## src/tccc_pkg.sv

```systemverilog
// Shared types and constants for the text console cursor controller.
// Used by every module under src; no dependencies of its own.
`default_nettype none
package tccc_pkg;

  localparam int unsigned GLYPH_WIDTH  = 8;
  localparam int unsigned GLYPH_HEIGHT = 16;

  localparam int unsigned QUEUE_DEPTH = 2;
  localparam int unsigned QUEUE_PTR_W = $clog2(QUEUE_DEPTH);
  localparam int unsigned QUEUE_CNT_W = $clog2(QUEUE_DEPTH + 1);

  localparam logic [7:0] CH_NUL   = 8'h00;
  localparam logic [7:0] CH_BS    = 8'h08;
  localparam logic [7:0] CH_TAB   = 8'h09;
  localparam logic [7:0] CH_LF    = 8'h0A;
  localparam logic [7:0] CH_VT    = 8'h0B;
  localparam logic [7:0] CH_FF    = 8'h0C;
  localparam logic [7:0] CH_CR    = 8'h0D;
  localparam logic [7:0] CH_DEL   = 8'h7F;
  localparam logic [7:0] CH_SPACE = 8'h20;

  localparam logic [7:0] TAB_MASK = 8'h07;

  localparam int unsigned CFG_IDX_W = 3;
  localparam logic [CFG_IDX_W-1:0] REG_COLUMNS   = 3'd0;
  localparam logic [CFG_IDX_W-1:0] REG_ROWS      = 3'd1;
  localparam logic [CFG_IDX_W-1:0] REG_BASE      = 3'd2;
  localparam logic [CFG_IDX_W-1:0] REG_PITCH     = 3'd3;
  localparam logic [CFG_IDX_W-1:0] REG_BPP       = 3'd4;

  localparam logic [7:0]  RST_COLUMNS = 8'd80;
  localparam logic [7:0]  RST_ROWS    = 8'd30;
  localparam logic [31:0] RST_BASE    = 32'd0;
  localparam logic [15:0] RST_PITCH   = 16'd1280;
  localparam logic [2:0]  RST_BPP     = 3'd2;

  typedef enum logic [1:0] {
    CMD_DRAW   = 2'd0,
    CMD_SCROLL = 2'd1,
    CMD_CLEAR  = 2'd2
  } cmd_e;

  typedef enum logic [2:0] {
    OP_NONE,
    OP_BS,
    OP_TAB,
    OP_LF,
    OP_VT,
    OP_FF,
    OP_DEL,
    OP_PRINT
  } op_e;

  typedef struct packed {
    op_e        kind;
    logic [7:0] glyph;
  } op_t;

  typedef struct packed {
    logic [7:0]  columns;
    logic [7:0]  rows;
    logic [31:0] screen_base;
    logic [15:0] line_pitch;
    logic [2:0]  bytes_per_pixel;
  } cfg_t;

  typedef struct packed {
    cmd_e        command;
    logic [7:0]  glyph;
    logic [7:0]  column;
    logic [7:0]  row;
    logic [31:0] address;
    logic        last;
  } cmd_t;

endpackage
`default_nettype wire

```

## src/tccc_front.sv

```systemverilog
// Front end: accepts character bytes and classifies them into operations.
// Depends on tccc_pkg; feeds tccc_queue.
`default_nettype none
module tccc_front (
  input  wire logic         in_valid_i,
  input  wire logic [7:0]   char_byte_i,
  input  wire logic         q_full_i,
  output logic              in_ready_o,
  output logic              push_o,
  output tccc_pkg::op_t     entry_o
);

  tccc_pkg::op_e kind;

  always_comb begin
    case (char_byte_i)
      tccc_pkg::CH_NUL, tccc_pkg::CH_CR: kind = tccc_pkg::OP_NONE;
      tccc_pkg::CH_BS:                   kind = tccc_pkg::OP_BS;
      tccc_pkg::CH_TAB:                  kind = tccc_pkg::OP_TAB;
      tccc_pkg::CH_LF:                   kind = tccc_pkg::OP_LF;
      tccc_pkg::CH_VT:                   kind = tccc_pkg::OP_VT;
      tccc_pkg::CH_FF:                   kind = tccc_pkg::OP_FF;
      tccc_pkg::CH_DEL:                  kind = tccc_pkg::OP_DEL;
      default:                           kind = tccc_pkg::OP_PRINT;
    endcase
  end

  assign in_ready_o    = !q_full_i;
  assign push_o        = in_valid_i && !q_full_i;
  assign entry_o.kind  = kind;
  assign entry_o.glyph = (kind == tccc_pkg::OP_DEL) ? tccc_pkg::CH_SPACE : char_byte_i;

endmodule
`default_nettype wire

```

## src/tccc_queue.sv

```systemverilog
// Short queue of classified operations between front and back end.
// Depends on tccc_pkg.
`default_nettype none
module tccc_queue (
  input  wire logic          clk_i,
  input  wire logic          rst_ni,
  input  wire logic          push_i,
  input  tccc_pkg::op_t      entry_i,
  input  wire logic          pop_i,
  output logic               full_o,
  output logic               valid_o,
  output tccc_pkg::op_t      entry_o
);

  localparam logic [tccc_pkg::QUEUE_PTR_W-1:0] LAST_PTR =
    tccc_pkg::QUEUE_PTR_W'(tccc_pkg::QUEUE_DEPTH - 1);
  localparam logic [tccc_pkg::QUEUE_PTR_W-1:0] ONE_PTR =
    tccc_pkg::QUEUE_PTR_W'(1);
  localparam logic [tccc_pkg::QUEUE_CNT_W-1:0] FULL_CNT =
    tccc_pkg::QUEUE_CNT_W'(tccc_pkg::QUEUE_DEPTH);
  localparam logic [tccc_pkg::QUEUE_CNT_W-1:0] ONE_CNT =
    tccc_pkg::QUEUE_CNT_W'(1);

  tccc_pkg::op_t                      mem_q [tccc_pkg::QUEUE_DEPTH];
  logic [tccc_pkg::QUEUE_PTR_W-1:0]   wr_ptr_q, wr_ptr_d;
  logic [tccc_pkg::QUEUE_PTR_W-1:0]   rd_ptr_q, rd_ptr_d;
  logic [tccc_pkg::QUEUE_CNT_W-1:0]   count_q, count_d;
  logic                               do_push, do_pop;

  assign full_o  = (count_q == FULL_CNT);
  assign valid_o = (count_q != '0);
  assign entry_o = mem_q[rd_ptr_q];
  assign do_push = push_i && !full_o;
  assign do_pop  = pop_i && valid_o;

  always_comb begin
    wr_ptr_d = wr_ptr_q;
    rd_ptr_d = rd_ptr_q;
    count_d  = count_q;
    if (do_push) begin
      wr_ptr_d = (wr_ptr_q == LAST_PTR) ? '0 : wr_ptr_q + ONE_PTR;
    end
    if (do_pop) begin
      rd_ptr_d = (rd_ptr_q == LAST_PTR) ? '0 : rd_ptr_q + ONE_PTR;
    end
    if (do_push && !do_pop) begin
      count_d = count_q + ONE_CNT;
    end else if (do_pop && !do_push) begin
      count_d = count_q - ONE_CNT;
    end
  end

  always_ff @(posedge clk_i or negedge rst_ni) begin
    if (!rst_ni) begin
      wr_ptr_q <= '0;
      rd_ptr_q <= '0;
      count_q  <= '0;
    end else begin
      wr_ptr_q <= wr_ptr_d;
      rd_ptr_q <= rd_ptr_d;
      count_q  <= count_d;
    end
  end

  always_ff @(posedge clk_i) begin
    if (do_push) begin
      mem_q[wr_ptr_q] <= entry_i;
    end
  end

endmodule
`default_nettype wire

```

## src/tccc_back.sv

```systemverilog
// Back end: keeps the cursor, executes operations and buffers the commands.
// Depends on tccc_pkg; reads from tccc_queue.
`default_nettype none
module tccc_back (
  input  wire logic          clk_i,
  input  wire logic          rst_ni,
  input  tccc_pkg::cfg_t     cfg_i,
  input  wire logic          q_valid_i,
  input  tccc_pkg::op_t      q_entry_i,
  output logic               pop_o,
  output logic               out_valid_o,
  input  wire logic          out_ready_i,
  output tccc_pkg::cmd_t     out_cmd_o
);

  logic [7:0]      col_q, col_d, row_q, row_d;
  tccc_pkg::cmd_t  slot0_q, slot1_q;
  logic            v0_q, v1_q;

  logic            take, exec;
  logic [8:0]      col_inc, row_inc, tab_next;
  logic            wrap_adv, wrap_tab, nl_scroll;
  logic [7:0]      sb_col, sb_row, draw_col, draw_row;
  logic [23:0]     row_pitch;
  logic [10:0]     col_bpp;
  logic [31:0]     draw_addr;
  tccc_pkg::cmd_t  first, second;
  logic            has_first, has_second;

  assign col_inc   = {1'b0, col_q} + 9'd1;
  assign row_inc   = {1'b0, row_q} + 9'd1;
  assign tab_next  = {1'b0, col_q | tccc_pkg::TAB_MASK} + 9'd1;
  assign wrap_adv  = (col_inc >= {1'b0, cfg_i.columns});
  assign wrap_tab  = (tab_next >= {1'b0, cfg_i.columns});
  assign nl_scroll = !(row_inc < {1'b0, cfg_i.rows});

  always_comb begin
    sb_col = col_q;
    sb_row = row_q;
    if (col_q == '0) begin
      if (row_q != '0) begin
        sb_col = cfg_i.columns - 8'd1;
        sb_row = row_q - 8'd1;
      end
    end else begin
      sb_col = col_q - 8'd1;
    end
  end

  assign draw_col  = (q_entry_i.kind == tccc_pkg::OP_DEL) ? sb_col : col_q;
  assign draw_row  = (q_entry_i.kind == tccc_pkg::OP_DEL) ? sb_row : row_q;
  assign row_pitch = {16'd0, draw_row} * {8'd0, cfg_i.line_pitch};
  assign col_bpp   = {3'd0, draw_col} * {8'd0, cfg_i.bytes_per_pixel};
  assign draw_addr = cfg_i.screen_base
                   + 32'(32'(row_pitch) * tccc_pkg::GLYPH_HEIGHT)
                   + 32'(32'(col_bpp) * tccc_pkg::GLYPH_WIDTH);

  always_comb begin
    col_d      = col_q;
    row_d      = row_q;
    has_first  = 1'b0;
    has_second = 1'b0;
    first      = '{command: tccc_pkg::CMD_SCROLL, glyph: 8'd0, column: 8'd0,
                   row: 8'd0, address: cfg_i.screen_base, last: 1'b1};
    second     = first;
    case (q_entry_i.kind)
      tccc_pkg::OP_BS: begin
        col_d = sb_col;
        row_d = sb_row;
      end
      tccc_pkg::OP_TAB: begin
        if (wrap_tab) begin
          col_d     = '0;
          has_first = nl_scroll;
          if (!nl_scroll) begin
            row_d = row_inc[7:0];
          end
        end else begin
          col_d = tab_next[7:0];
        end
      end
      tccc_pkg::OP_LF, tccc_pkg::OP_VT: begin
        if (q_entry_i.kind == tccc_pkg::OP_LF) begin
          col_d = '0;
        end
        has_first = nl_scroll;
        if (!nl_scroll) begin
          row_d = row_inc[7:0];
        end
      end
      tccc_pkg::OP_FF: begin
        col_d         = '0;
        row_d         = '0;
        has_first     = 1'b1;
        first.command = tccc_pkg::CMD_CLEAR;
      end
      tccc_pkg::OP_DEL: begin
        col_d         = sb_col;
        row_d         = sb_row;
        has_first     = 1'b1;
        first.command = tccc_pkg::CMD_DRAW;
        first.glyph   = q_entry_i.glyph;
        first.column  = draw_col;
        first.row     = draw_row;
        first.address = draw_addr;
      end
      tccc_pkg::OP_PRINT: begin
        has_first     = 1'b1;
        first.command = tccc_pkg::CMD_DRAW;
        first.glyph   = q_entry_i.glyph;
        first.column  = draw_col;
        first.row     = draw_row;
        first.address = draw_addr;
        if (wrap_adv) begin
          col_d      = '0;
          has_second = nl_scroll;
          first.last = !nl_scroll;
          if (!nl_scroll) begin
            row_d = row_inc[7:0];
          end
        end else begin
          col_d = col_inc[7:0];
        end
      end
      default: begin
      end
    endcase
  end

  assign take        = v0_q && out_ready_i;
  assign exec        = q_valid_i && (!v0_q || (out_ready_i && !v1_q));
  assign pop_o       = exec;
  assign out_valid_o = v0_q;
  assign out_cmd_o   = slot0_q;

  always_ff @(posedge clk_i or negedge rst_ni) begin
    if (!rst_ni) begin
      col_q <= '0;
      row_q <= '0;
      v0_q  <= 1'b0;
      v1_q  <= 1'b0;
    end else begin
      if (exec) begin
        col_q <= col_d;
        row_q <= row_d;
        v0_q  <= has_first;
        v1_q  <= has_second;
      end else if (take) begin
        v0_q <= v1_q;
        v1_q <= 1'b0;
      end
    end
  end

  always_ff @(posedge clk_i) begin
    if (exec) begin
      slot0_q <= first;
      slot1_q <= second;
    end else if (take) begin
      slot0_q <= slot1_q;
    end
  end

endmodule
`default_nettype wire

```

## src/text_console_cursor_controller.sv

```systemverilog
// Text console cursor controller: top level with the configuration registers.
// Depends on tccc_pkg, tccc_front, tccc_queue and tccc_back.
//
// Usage: character bytes enter on the in channel (in_valid_i/in_ready_o,
// char_byte_i). Display commands leave on the out channel (out_valid_o/
// out_ready_i) with command, glyph, cell column/row, byte address and a last
// flag on the final command of each character. Registers are written over
// the cfg channel (cfg_valid_i/cfg_ready_o, cfg_index_i, cfg_data_i); the
// port is always ready and writes land on the next edge.
// A byte accepted on the in channel is registered in the queue and then
// executed by the back. The front takes one byte per cycle while the
// two-entry queue has room; the back executes one byte per cycle while its
// output buffer can drain and holds up to two commands, so a byte that
// causes a draw and a scroll fills both. Bytes with no command emit none.
// Reset clears the cursor to (0,0), empties queue and output buffer and
// loads the default geometry. When the receiver stalls, the output command
// holds, the back stops, then the queue fills and in_ready_o drops.
`default_nettype none
module text_console_cursor_controller (
  input  wire logic        clk_i,
  input  wire logic        rst_ni,
  input  wire logic        in_valid_i,
  output logic             in_ready_o,
  input  wire logic [7:0]  char_byte_i,
  output logic             out_valid_o,
  input  wire logic        out_ready_i,
  output logic [1:0]       command_o,
  output logic [7:0]       glyph_code_o,
  output logic [7:0]       cell_column_o,
  output logic [7:0]       cell_row_o,
  output logic [31:0]      cell_address_o,
  output logic             last_o,
  input  wire logic        cfg_valid_i,
  output logic             cfg_ready_o,
  input  wire logic [tccc_pkg::CFG_IDX_W-1:0] cfg_index_i,
  input  wire logic [31:0] cfg_data_i
);

  tccc_pkg::cfg_t  cfg_q, cfg_d;
  tccc_pkg::op_t   push_entry, head_entry;
  tccc_pkg::cmd_t  out_cmd;
  logic            push, pop, q_full, q_valid;

  assign cfg_ready_o = 1'b1;

  always_comb begin
    cfg_d = cfg_q;
    if (cfg_valid_i) begin
      case (cfg_index_i)
        tccc_pkg::REG_COLUMNS: cfg_d.columns         = cfg_data_i[7:0];
        tccc_pkg::REG_ROWS:    cfg_d.rows            = cfg_data_i[7:0];
        tccc_pkg::REG_BASE:    cfg_d.screen_base     = cfg_data_i;
        tccc_pkg::REG_PITCH:   cfg_d.line_pitch      = cfg_data_i[15:0];
        tccc_pkg::REG_BPP:     cfg_d.bytes_per_pixel = cfg_data_i[2:0];
        default: begin
        end
      endcase
    end
  end

  always_ff @(posedge clk_i or negedge rst_ni) begin
    if (!rst_ni) begin
      cfg_q.columns         <= tccc_pkg::RST_COLUMNS;
      cfg_q.rows            <= tccc_pkg::RST_ROWS;
      cfg_q.screen_base     <= tccc_pkg::RST_BASE;
      cfg_q.line_pitch      <= tccc_pkg::RST_PITCH;
      cfg_q.bytes_per_pixel <= tccc_pkg::RST_BPP;
    end else begin
      cfg_q <= cfg_d;
    end
  end

  tccc_front u_front (
    .in_valid_i  (in_valid_i),
    .char_byte_i (char_byte_i),
    .q_full_i    (q_full),
    .in_ready_o  (in_ready_o),
    .push_o      (push),
    .entry_o     (push_entry)
  );

  tccc_queue u_queue (
    .clk_i   (clk_i),
    .rst_ni  (rst_ni),
    .push_i  (push),
    .entry_i (push_entry),
    .pop_i   (pop),
    .full_o  (q_full),
    .valid_o (q_valid),
    .entry_o (head_entry)
  );

  tccc_back u_back (
    .clk_i       (clk_i),
    .rst_ni      (rst_ni),
    .cfg_i       (cfg_q),
    .q_valid_i   (q_valid),
    .q_entry_i   (head_entry),
    .pop_o       (pop),
    .out_valid_o (out_valid_o),
    .out_ready_i (out_ready_i),
    .out_cmd_o   (out_cmd)
  );

  assign command_o      = out_cmd.command;
  assign glyph_code_o   = out_cmd.glyph;
  assign cell_column_o  = out_cmd.column;
  assign cell_row_o     = out_cmd.row;
  assign cell_address_o = out_cmd.address;
  assign last_o         = out_cmd.last;

endmodule
`default_nettype wire
```

## config.mk

```make
export PLATFORM = sky130hd
export DESIGN_NAME = text_console_cursor_controller
export DESIGN_NICKNAME = d
export VERILOG_FILES = /design/src/tccc_pkg.sv /design/src/tccc_front.sv /design/src/tccc_queue.sv /design/src/tccc_back.sv /design/src/text_console_cursor_controller.sv
export SDC_FILE = /design/constraint.sdc
export NUM_CORES = 1
export LEC_CHECK = 0
export BUFFER_PORTS_ARGS = -buffer_cell sky130_fd_sc_hd__buf_4
export CAP_MARGIN = 40
export CORE_MARGIN = 5
export CORE_UTILIZATION = 35
export CTS_CLUSTER_SIZE = 20
export DETAILED_ROUTE_END_ITERATION = 12
export GPL_TIMING_DRIVEN = 0
export REMOVE_ABC_BUFFERS = 1
export SLEW_MARGIN = 0
export SYNTH_ARGS = -nofsm -noshare
export SYNTH_HDL_FRONTEND = slang
export SYNTH_SLANG_ARGS = --single-unit
export TNS_END_PERCENT = 30
```

## constraint.sdc

```tcl
create_clock -name clk_i -period 8.1 [get_ports clk_i]
set_clock_uncertainty 0.1 [all_clocks]
set_input_delay 0.405 -clock clk_i [delete_from_list [all_inputs] [get_ports clk_i]]
set_output_delay 0.405 -clock clk_i [all_outputs]
set_load 0.02 [all_outputs]
```

==> results of run 1 <==
state kept, by name, summed over array words and instances, names as in the netlist:
signal and count:
cfg_q 67, u_back.col_q 8, u_back.out_cmd_o 59, u_back.out_valid_o 1
u_back.row_q 8, u_back.slot1_q 32, u_back.v1_q 1, u_queue.count_q 2
u_queue.mem_q 22, u_queue.rd_ptr_q 1, u_queue.wr_ptr_q 1
cell usage in the layout, fill, tap and decap left out, types with 10 or more instances in the layout:
cell	instances
sky130_fd_sc_hd__dfrtp_2	10
sky130_fd_sc_hd__xor2_1	22
sky130_fd_sc_hd__nand2_1	180
sky130_fd_sc_hd__inv_1	162
sky130_fd_sc_hd__ha_1	107
sky130_fd_sc_hd__and2_1	100
sky130_fd_sc_hd__buf_4	190
sky130_fd_sc_hd__o21ai_0	81
sky130_fd_sc_hd__a31oi_1	13
sky130_fd_sc_hd__a21oi_2	13
sky130_fd_sc_hd__dlygate4sd3_1	24
sky130_fd_sc_hd__clkbuf_16	27
sky130_fd_sc_hd__mux2_2	49
sky130_fd_sc_hd__nor3_1	22
sky130_fd_sc_hd__xnor2_1	54
sky130_fd_sc_hd__a21o_1	31
sky130_fd_sc_hd__ha_4	16
sky130_fd_sc_hd__nand2b_1	15
sky130_fd_sc_hd__and3_1	11
sky130_fd_sc_hd__a211oi_1	13
sky130_fd_sc_hd__nor2_1	71
sky130_fd_sc_hd__mux2i_1	10
sky130_fd_sc_hd__fa_1	101
sky130_fd_sc_hd__edfxtp_1	113
sky130_fd_sc_hd__nand3_1	24
sky130_fd_sc_hd__o22ai_1	10
sky130_fd_sc_hd__a21oi_1	73
sky130_fd_sc_hd__dfrtp_1	68
worst max-delay path, delay by kind of cell (launching register included):
kind	cells	cell delay (ns)
buf+inv	4	0.39
compound gates	11	1.94
fa+ha+maj	8	2.82
simple gates	9	1.89
xor+xnor	2	0.31
flops	1	0.40
routing by layer:
layer  GRT usage, %  wire (um)
met1           22.9      19400
met3           2.44       2210
met2           28.8      21500
met4           4.11       1100
met5              0          0
how the worst max path moves through the flow:
stage / slack [ns] / endpoint / cells past startpoint
floorplan: -0.98 / u_back.out_cmd_o[25]$_DFFE_PP_ / 30
global placement: -3.88 / u_back.out_cmd_o[17]$_DFFE_PP_ / 4
detailed placement: -1.61 / u_back.out_cmd_o[31]$_DFFE_PP_ / 33
CTS: 0.007 / u_back.out_cmd_o[31]$_DFFE_PP_ / 33
global route: -0.38 / u_back.out_cmd_o[31]$_DFFE_PP_ / 34
finish: -0.05 / u_back.out_cmd_o[31]$_DFFE_PP_ / 34
metrics by stage:
step	utilization [%]	cell area, sq um	setup TNS [ns]	setup slack, ns
2_1_floorplan	-	15700	-9.31	-0.977
3_3_place_gp	38.1	17300	-254.43	-3.88
3_5_place_dp	38.8	17600	-17.96	-1.61
4_1_cts	43.0	19500	0	0.00666
5_1_grt	44.4	20100	-1.84	-0.384
6_report	44.4	20100	-0.0534	-0.0534
Yosys cell counts (all sizes together), types with 14 or more instances:
library cell  instances  area, sq um
nand3                26          130
a211oi               15          118
edfxtp              113         3390
buf                  32          190
and2                104          651
and3                 14         97.6
ha                  125         1560
inv                 171          642
dfrtp                80         2000
xor2                 22          193
nand2b               17          114
xnor2                55          489
mux2                 50          567
nor3                 27          151
o21ai               103          531
fa                  102         2040
a21o                 31          233
nor2                 83          329
clkbuf               31          118
nand2               191          719
a31oi                15          100
a21oi                88          452
layout make-up:
type	instances	area [sq um]	area share, %
Clock buffer	32	724	3.60
Clock inverter	13	180	0.895
Inverter	172	649	3.23
Multi-Input combinational cell	1193	10200	50.7
Sequential cell	202	5650	28.1
Tap cell	600	751	3.73
Timing Repair Buffer	232	1970	9.81
repair_timing:
item | CTS | global route
setup buffers | 44 | 38
cloned | 1 | 1
endpoints found under the setup margin | 19 | 16
resized for setup | 99 | 67
hold endpoints to repair | 56 | 0
pin swaps | 53 | 73
hold buffers | 24 | 0
cell families after synthesis:
group                      Yosys count  synth area share, %
and+or+nand+nor                    497                 15.2
muxes                               61                 4.22
AOI/OAI and AO/OA                  328                 12.8
DFF                                202                 35.1
other                                1               0.0234
xor gates and xnor gates            77                 4.25
adders and majority gates          227                 22.5
buffers and inverters              235                 5.94
==> metrics.md, run 1 <==
| Metric | Value |
|---|---|
| Total number of vias | `12.5k` |
| Standard-cell row count | `78` |
| Die W | `224 um` |
| Crit-path most repeated cell | `sky130_fd_sc_hd__fa_1` |
| Total detailed-routing wirelength | `44,200 um` |
| Nets | `2,101` |
| Pin count of the biggest net entering global routing | `62` |
| Peak clock frequency supported by timing | `123 MHz` |
| Via count of the first global-routing pass | `12.6k` |
| Critical Path Start Type | `register` |
| GRT Util Overall | `16.9%` |
| R2R Setup Slk | `-0.05 ns` |
| First-pass GRT wire length | `68,900 um` |
| Endpoint of the lowest-slack register-to-register path | `u_back.out_cmd_o[31]$_DFFE_PP_` |
| Fraction of registers with async set/reset | `44.1%` |
| Mean routed wirelength per cell | `18.1 um` |
| Pre-antenna DRT Iters | `5` |
| Number of fill cells in the layout | `4,280` |
| Cells after Synth | `1,628` |
| Clock period minus worst slack | `8.15 ns` |
| CTS HTree Levels | `1` |
| Worst-case reg-to-reg path depth | `34` |
| Io pins | `110` |
| Slowest stage cell on the critical path | `sky130_fd_sc_hd__fa_1` |
| Post-route setup slack | `-0.0534 ns` |
| Die height | `224 um` |
| Global-route congestion overflow total | `0` |
| Count of endpoints failing hold in the final timing report | `0` |
| Setup repair after global routing missed its margin | `yes` |
| Initial Utilization | `35.4%` |
| Max-cap violations | `0` |
| Clock tree from TritonCTS | `done` |
| Final instance count without filler cells | `2,444` |
| Run status | `finished with violations` |
| Post-synthesis cell type count | `80` |
| DRC violation count after routing | `0` |
| Critical register-to-register path startpoint | `u_back.col_q[1]$_DFFE_PN0P_` |
| Crit path max fanout | `7` |
| Clock insertion delay at the later pin of the skew report | `0.54 ns` |
| Total number of clock tree sinks | `202` |
| Detailed placer's ending HPWL | `32,500 um` |
| Setup crit end kind | `register` |
| Relative slew slack | `47.3%` |
| Actual transition at the worst max-transition pin | `0.788 ns` |
| Diodes inserted | `0` |
| Count of flip-flops with a built-in enable after synthesis | `113` |
| Number of nets with antenna violations after routing | `0` |
| End point of the worst hold path | `cfg_q[29]$_DFFE_PN0P_` |
| Synthesized area per cell | `9.86 sq um` |
| Die outline area | `0.0502 sq mm` |
| Proportion of layout cells with a drive suffix above 1 | `24.3%` |
| Number of antenna violations at the first check in global routing | `0` |
| Area growth from synthesis to layout | `25.4%` |
| Max Transition Viols Final | `0` |
| Most used flip-flop cell after synthesis | `sky130_fd_sc_hd__edfxtp_1` |
| Number of design-rule violations left by the first detailed-router iteration | `750` |
| Part of the cycle the worst path needs | `101%` |
| Crit Path Category | `register to register` |
| Clock buffers created by TritonCTS | `25` |
| Start point of the critical path | `u_back.col_q[1]$_DFFE_PN0P_` |
| Startpoint of the tightest hold check path | `cfg_data_i[10]` |
| Number of instances on the worst hold path | `2` |
| Count of endpoints failing setup in the final report | `1` |
| Synthesized flop and latch total | `202` |
| Violated checks | `setup timing` |
| Arrival time of data at the critical path endpoint | `8.30 ns` |
| CP max stage delay | `0.53 ns` |
| Count of yosys warnings during synthesis | `0` |
| Data required time of the critical path | `8.25 ns` |
| Minimum hold slack | `0.0230 ns` |
| Post-Syn Area | `0.0160 sq mm` |
| Min-Delay Path Class | `input pin to register` |
| Final Wtd Congestion | `0.891` |
| Buffer depth of the longest clock path | `3` |
| Area of the core | `0.0454 sq mm` |
| Number of vias per cell after detailed routing | `5.13` |
| Input/output buffers | `108` |
| Seq/Total Area, Yosys | `35.1%` |
| Clock root cell | `sky130_fd_sc_hd__clkbuf_16` |
| Cell count after placement | `2,291` |
| Reg clk slew, reported paths | `0.07 ns` |
Power of run 1 is left out: the tool's default activity adds up to more than one toggle a clock period on the data nets, which glitch-free logic cannot reach.
==> inputs of run 2 (changes only) <==
--- a/config.mk
+++ b/config.mk
@@ -13,6 +13,7 @@
 export DETAILED_ROUTE_END_ITERATION = 12
 export GPL_TIMING_DRIVEN = 0
 export REMOVE_ABC_BUFFERS = 1
+export SKIP_CTS_REPAIR_TIMING = 1
 export SLEW_MARGIN = 0
 export SYNTH_ARGS = -nofsm -noshare
 export SYNTH_HDL_FRONTEND = slang
==> run 2 against run 1 <==
Against the previous run:
- the run still ends with setup timing left
- cell area shrank 1.7%
- utilization is 0.76 points lower
- non-clock buffer count fell by 27
- critical endpoint unchanged
- highest routed layer unchanged
==> metrics.md, run 2 (synthesized netlist as in run 1, its figures left out) <==
| Metric | Value |
|---|---|
| Number of vias per cell after detailed routing | `5.12 (was 5.13)` |
| Largest Register | `cfg_q (unchanged)` |
| Actual transition at the worst max-transition pin | `0.785 ns (was 0.788 ns)` |
| Post-route setup slack | `-0.0441 ns (was -0.0534 ns)` |
| Fin Setup TNS | `-0.0441 ns (was -0.0534 ns)` |
| Count of endpoints failing hold in the final timing report | `0 (unchanged)` |
| Clock buffers created by TritonCTS | `25 (unchanged)` |
| Reg clk slew, reported paths | `0.06 ns (was 0.07 ns)` |
| Die height | `224 um (unchanged)` |
| Area of the core | `0.0454 sq mm (unchanged)` |
| Proportion of layout cells with a drive suffix above 1 | `23.5% (was 24.3%)` |
| Crit Path Category | `register to register (unchanged)` |
| Slowest stage cell on the critical path | `sky130_fd_sc_hd__fa_1 (unchanged)` |
| Number of fill cells in the layout | `4,326 (was 4,280)` |
| Clock insertion delay at the later pin of the skew report | `0.55 ns (was 0.54 ns)` |
| Worst-case reg-to-reg path depth | `33 (was 34)` |
| Max Transition Viols Final | `0 (unchanged)` |
| Commonest non-fill, non-tap cell in the layout | `sky130_fd_sc_hd__nand2_1 (was sky130_fd_sc_hd__buf_4)` |
| Cell area after placement | `0.0176 sq mm (unchanged)` |
| Initial Utilization | `35.4% (unchanged)` |
| Area growth from synthesis to layout | `23.3% (was 25.4%)` |
| Pin count of the biggest net entering global routing | `62 (unchanged)` |
| Detailed placer's ending HPWL | `32,500 um (unchanged)` |
| Largest register FFs | `67 (unchanged)` |
| Total detailed-routing wirelength | `43,200 um (was 44,200 um)` |
| Part of the cycle the worst path needs | `101% (about the same)` |
| GRT Util Overall | `16.3% (was 16.9%)` |
| Cell count after placement | `2,291 (unchanged)` |
| CTS HTree Levels | `1 (unchanged)` |
| Crit path max fanout | `12 (was 7)` |
| Nets | `2,074 (was 2,101)` |
| Peak clock frequency supported by timing | `123 MHz (about the same)` |
| Number of antenna violations at the first check in global routing | `0 (unchanged)` |
| Input/output buffers | `108 (unchanged)` |
| Die outline area | `0.0502 sq mm (unchanged)` |
| Max-cap violations | `0 (unchanged)` |
| Number of instances on the worst hold path | `2 (unchanged)` |
| Highest-count cells in the layout ignoring fill and taps | `sky130_fd_sc_hd__nand2_1 (183), sky130_fd_sc_hd__buf_4 (173), sky130_fd_sc_hd__inv_1 (161) (was sky130_fd_sc_hd__buf_4 (190), sky130_fd_sc_hd__nand2_1 (180), sky130_fd_sc_hd__inv_1 (162))` |
| Total number of vias | `12.4k (was 12.5k)` |
| Arrival time of data at the critical path endpoint | `8.29 ns (was 8.30 ns)` |
| Count of endpoints failing setup in the final report | `1 (unchanged)` |
| First-pass GRT wire length | `66,300 um (was 68,900 um)` |
| Final instance count without filler cells | `2,417 (was 2,444)` |
| Mean routed wirelength per cell | `17.9 um (was 18.1 um)` |
| Number of nets with antenna violations after routing | `0 (unchanged)` |
| Finished Core Util | `43.6% (was 44.4%)` |
| Post-route cell area | `0.0198 sq mm (was 0.0201 sq mm)` |
| Clock period minus worst slack | `8.14 ns (was 8.15 ns)` |
| Relative slew slack | `47.6% (was 47.3%)` |
| Buffer depth of the longest clock path | `3 (unchanged)` |
| Standard-cell row count | `78 (unchanged)` |
| Clock tree from TritonCTS | `done (unchanged)` |
| Final Wtd Congestion | `0.891 (unchanged)` |
| Global-route congestion overflow total | `0 (unchanged)` |
| Violated checks | `setup timing (unchanged)` |
| Die W | `224 um (unchanged)` |
| Run status | `finished with violations (unchanged)` |
| Diodes inserted | `0 (unchanged)` |
| Total number of clock tree sinks | `202 (unchanged)` |
| Clock root cell | `sky130_fd_sc_hd__clkbuf_16 (unchanged)` |
| Setup crit end kind | `register (unchanged)` |
| Crit-path most repeated cell | `sky130_fd_sc_hd__fa_1 (unchanged)` |
| DRC violation count after routing | `0 (unchanged)` |
| Io pins | `110 (unchanged)` |
| Min-Delay Path Class | `input pin to register (unchanged)` |
| Data required time of the critical path | `8.25 ns (about the same)` |
| Pre-antenna DRT Iters | `5 (unchanged)` |
| Number of design-rule violations left by the first detailed-router iteration | `658 (was 750)` |
| CP max stage delay | `0.56 ns (was 0.53 ns)` |
| Setup repair after global routing missed its margin | `yes (unchanged)` |
| Via count of the first global-routing pass | `12.2k (was 12.6k)` |
| Critical Path Start Type | `register (unchanged)` |
-- run 2: worst paths after layout --
path | start | to | slack (ns)
max in group asynchronous | rst_ni | cfg_q[13]$_DFFE_PN1P_ | 6.91
worst max register to register | u_back.col_q[0]$_DFFE_PN0P_ | u_back.out_cmd_o[31]$_DFFE_PP_ | -0.04
worst min register to register | cfg_q[21]$_DFFE_PN0P_ | u_back.slot1_q[3]$_DFFE_PP_ | 0.37
worst max-delay path | u_back.col_q[0]$_DFFE_PN0P_ | u_back.out_cmd_o[31]$_DFFE_PP_ | -0.04
worst min-delay path | cfg_data_i[31] | cfg_q[50]$_DFFE_PN0P_ | 0.01
min in group asynchronous | rst_ni | u_back.col_q[6]$_DFFE_PN0P_ | 0.27
-- run 2: metrics by stage --
stage / setup slack, ns / hold WS (ns)
finish: -0.0441 / 0.00972
global route: -0.395 / 0.000915
CTS: -1.68 / -0.272
detailed placement: -1.61 / 0.300
global placement: -3.88 / 0.360
floorplan: -0.977 / 0.00941
-- run 2: layout make-up --
cell class / instances / area (sq um) / area share, %
Inverter: 172 / 649 / 3.28
Timing Repair Buffer: 205 / 1750 / 8.85
Multi-Input combinational cell: 1193 / 10100 / 50.9
Clock buffer: 32 / 724 / 3.66
Clock inverter: 13 / 180 / 0.911
Sequential cell: 202 / 5650 / 28.6
Tap cell: 600 / 751 / 3.79
-- run 2: critical path, delay by kind of cell, from the launching register on --
| family | cells | cell delay [ns] |
|---|---|---|
| flip-flops | 1 | 0.43 |
| AND/OR/NAND/NOR | 9 | 1.93 |
| AO/OA/AOI/OAI | 10 | 1.78 |
| adder cells (fa/ha/maj) | 8 | 3.01 |
| buffers and inverters | 4 | 0.36 |
| XOR/XNOR | 2 | 0.26 |
-- run 2: layer usage --
layer | global-route usage [%] | vias to the layer above | part of all wire [%]
met1 | 22.3 | 6125 | 44
met2 | 27.8 | 268 | 49
li1 | - | 5903 | -
met5 | 0 | - | 0
met4 | 3.56 | 0 | 2.0
met3 | 2.33 | 67 | 4.8
Power of run 2 is left out for the same reason.
==> inputs of run 3 (changes only) <==
--- a/config.mk
+++ b/config.mk
@@ -7,11 +7,11 @@
 export LEC_CHECK = 0
 export BUFFER_PORTS_ARGS = -buffer_cell sky130_fd_sc_hd__buf_4
 export CAP_MARGIN = 40
-export CORE_MARGIN = 5
 export CORE_UTILIZATION = 35
 export CTS_CLUSTER_SIZE = 20
 export DETAILED_ROUTE_END_ITERATION = 12
 export GPL_TIMING_DRIVEN = 0
+export HOLD_SLACK_MARGIN = 0.1
 export REMOVE_ABC_BUFFERS = 1
 export SKIP_CTS_REPAIR_TIMING = 1
 export SLEW_MARGIN = 0
==> run 3 against run 2 <==
Against the previous run:
- cell area increased by 1.7%
- via count grew 1.8%
- die area fell by 7.0%
- fmax down 0.63%
- hold slack better by 0.090 ns
- the flow still finishes with violations (setup timing)
- first-iteration DRC count fell by 18%
- critical path depth fell by 1
- utilization rose by 0.85 points
- largest cell class unchanged
- non-clock buffer count is 35 higher
==> metrics.md, run 3 (synthesized netlist as in run 1, its figures left out) <==
| Metric | Value |
|---|---|
| Run status | `finished with violations (unchanged)` |
| Violated checks | `setup timing (unchanged)` |
| Standard-cell row count | `78 (unchanged)` |
| Highest-count cells in the layout ignoring fill and taps | `sky130_fd_sc_hd__buf_4 (186), sky130_fd_sc_hd__nand2_1 (182), sky130_fd_sc_hd__inv_1 (165) (was sky130_fd_sc_hd__nand2_1 (183), sky130_fd_sc_hd__buf_4 (173), sky130_fd_sc_hd__inv_1 (161))` |
| Buf/Inv on CP | `3 (was 4)` |
| Peak clock frequency supported by timing | `122 MHz (was 123 MHz)` |
| Pre-antenna DRT Iters | `5 (unchanged)` |
| Number of design-rule violations left by the first detailed-router iteration | `541 (was 658)` |
| Cell count after placement | `2,292 (was 2,291)` |
| Crit-path most repeated cell | `sky130_fd_sc_hd__fa_1 (unchanged)` |
| Setup repair after global routing missed its margin | `yes (unchanged)` |
| Commonest non-fill, non-tap cell in the layout | `sky130_fd_sc_hd__buf_4 (was sky130_fd_sc_hd__nand2_1)` |
| Part of the cycle the worst path needs | `101% (about the same)` |
| Final instance count without filler cells | `2,455 (was 2,417)` |
| Die outline area | `0.0467 sq mm (was 0.0502 sq mm)` |
| DRC violation count after routing | `0 (unchanged)` |
| Max-cap violations | `0 (unchanged)` |
| Largest Register | `cfg_q (unchanged)` |
| Clock tree from TritonCTS | `done (unchanged)` |
| Max Transition Viols Final | `0 (unchanged)` |
| Number of nets with antenna violations after routing | `0 (unchanged)` |
| Diodes inserted | `0 (unchanged)` |
| Crit-path leading delay family | `adder cells (unchanged)` |
| Buffer depth of the longest clock path | `3 (unchanged)` |
| Largest register FFs | `67 (unchanged)` |
| Number of antenna violations at the first check in global routing | `0 (unchanged)` |
| Clock insertion delay at the later pin of the skew report | `0.55 ns (about the same)` |
| Pin count of the biggest net entering global routing | `51 (was 62)` |
| Reg clk slew, reported paths | `0.06 ns (about the same)` |
| Via count of the first global-routing pass | `12.1k (was 12.2k)` |
| Area growth from synthesis to layout | `25.4% (was 23.3%)` |
| CTS HTree Levels | `1 (unchanged)` |
| Total number of vias | `12.6k (was 12.4k)` |
| Relative slew slack | `44.9% (was 47.6%)` |
| First-pass GRT wire length | `65,600 um (was 66,300 um)` |
| Number of fill cells in the layout | `4,356 (was 4,326)` |
| Mean routed wirelength per cell | `17.9 um (about the same)` |
| Die height | `216 um (was 224 um)` |
| CP max stage delay | `0.52 ns (was 0.56 ns)` |
| GRT Util Overall | `17.7% (was 16.3%)` |
| Clock period minus worst slack | `8.20 ns (was 8.14 ns)` |
| Crit Path Category | `register to register (unchanged)` |
| Number of vias per cell after detailed routing | `5.13 (was 5.12)` |
| Final Wtd Congestion | `0.871 (was 0.891)` |
| Critical Path Start Type | `register (unchanged)` |
| Initial Utilization | `35.4% (about the same)` |
| Post-route setup slack | `-0.0958 ns (was -0.0441 ns)` |
| Proportion of layout cells with a drive suffix above 1 | `23.5% (about the same)` |
| Setup crit end kind | `register (unchanged)` |
| Post-route cell area | `0.0201 sq mm (was 0.0198 sq mm)` |
| Min-Delay Path Class | `input pin to register (unchanged)` |
| Io pins | `110 (unchanged)` |
| Count of endpoints failing setup in the final report | `1 (unchanged)` |
| Cell area after placement | `0.0176 sq mm (about the same)` |
| Total detailed-routing wirelength | `43,900 um (was 43,200 um)` |
| Count of endpoints failing hold in the final timing report | `0 (unchanged)` |
| Crit path max fanout | `6 (was 12)` |
| Clock buffers created by TritonCTS | `25 (unchanged)` |
| Global-route congestion overflow total | `0 (unchanged)` |
| Die W | `216 um (was 224 um)` |
| Actual transition at the worst max-transition pin | `0.825 ns (was 0.785 ns)` |
| Clock root cell | `sky130_fd_sc_hd__clkbuf_16 (unchanged)` |
| Minimum hold slack | `0.0997 ns (was 0.00972 ns)` |
| Arrival time of data at the critical path endpoint | `8.38 ns (was 8.29 ns)` |
| Nets | `2,112 (was 2,074)` |
| Slowest stage cell on the critical path | `sky130_fd_sc_hd__fa_1 (unchanged)` |
| Detailed placer's ending HPWL | `31,900 um (was 32,500 um)` |
| Input/output buffers | `108 (unchanged)` |
| Total number of clock tree sinks | `202 (unchanged)` |
| Area of the core | `0.0453 sq mm (was 0.0454 sq mm)` |
| Data required time of the critical path | `8.29 ns (was 8.25 ns)` |
## run 3: per-stage QoR
stage / util (%) / setup slack, ns / TNS [ns]
4_1_cts: 40.9 / -1.78 / -22.25
3_5_place_dp: 39.0 / -1.74 / -21.45
3_3_place_gp: 38.2 / -3.96 / -260.52
5_1_grt: 44.4 / -0.388 / -1.95
6_report: 44.4 / -0.0958 / -0.0958
2_1_floorplan: - / -0.977 / -9.31
## run 3: metal layers
| layer | up-vias | track usage, % | wire, um |
|---|---|---|---|
| met4 | 0 | 4.01 | 881 |
| met1 | 6243 | 24.2 | 19600 |
| li1 | 5986 | - | - |
| met2 | 297 | 29.6 | 21300 |
| met3 | 62 | 2.62 | 2120 |
| met5 | - | 0 | 0 |
## run 3: final timing paths
path / startpoint / end / slack [ns] / cells past startpoint
worst max-delay path: u_back.col_q[5]$_DFFE_PN0P_ / u_back.out_cmd_o[31]$_DFFE_PP_ / -0.1 / 32
worst min-delay path: cfg_data_i[0] / cfg_q[59]$_DFFE_PN0P_ / 0.1 / 3
worst max register to register: u_back.col_q[5]$_DFFE_PN0P_ / u_back.out_cmd_o[31]$_DFFE_PP_ / -0.1 / 32
worst min register to register: cfg_q[20]$_DFFE_PN0P_ / u_back.slot1_q[2]$_DFFE_PP_ / 0.38 / 0
max in group asynchronous: rst_ni / cfg_q[13]$_DFFE_PN1P_ / 6.83 / 3
min in group asynchronous: rst_ni / u_back.col_q[4]$_DFFE_PN0P_ / 0.32 / 2
## run 3: cell type report
cell class                      instances  area (sq um)  share of cell area, %
Inverter                              172           649                   3.23
Clock inverter                         11           145                  0.721
Clock buffer                           34           711                   3.53
Timing Repair Buffer                  240          2060                   10.2
Multi-Input combinational cell       1196         10200                   50.5
Tap cell                              600           751                   3.73
Sequential cell                       202          5650                   28.1
## run 3: worst register-to-register path: cells and delay by family (launching register included)
family	cells	cell delay, ns
AOI/OAI and AO/OA	11	2.30
and+or+nand+nor	9	1.87
xor gates and xnor gates	2	0.33
buffers and inverters	3	0.14
DFF	1	0.45
adders and majority gates	7	2.78
Power of run 3 is left out for the same reason.
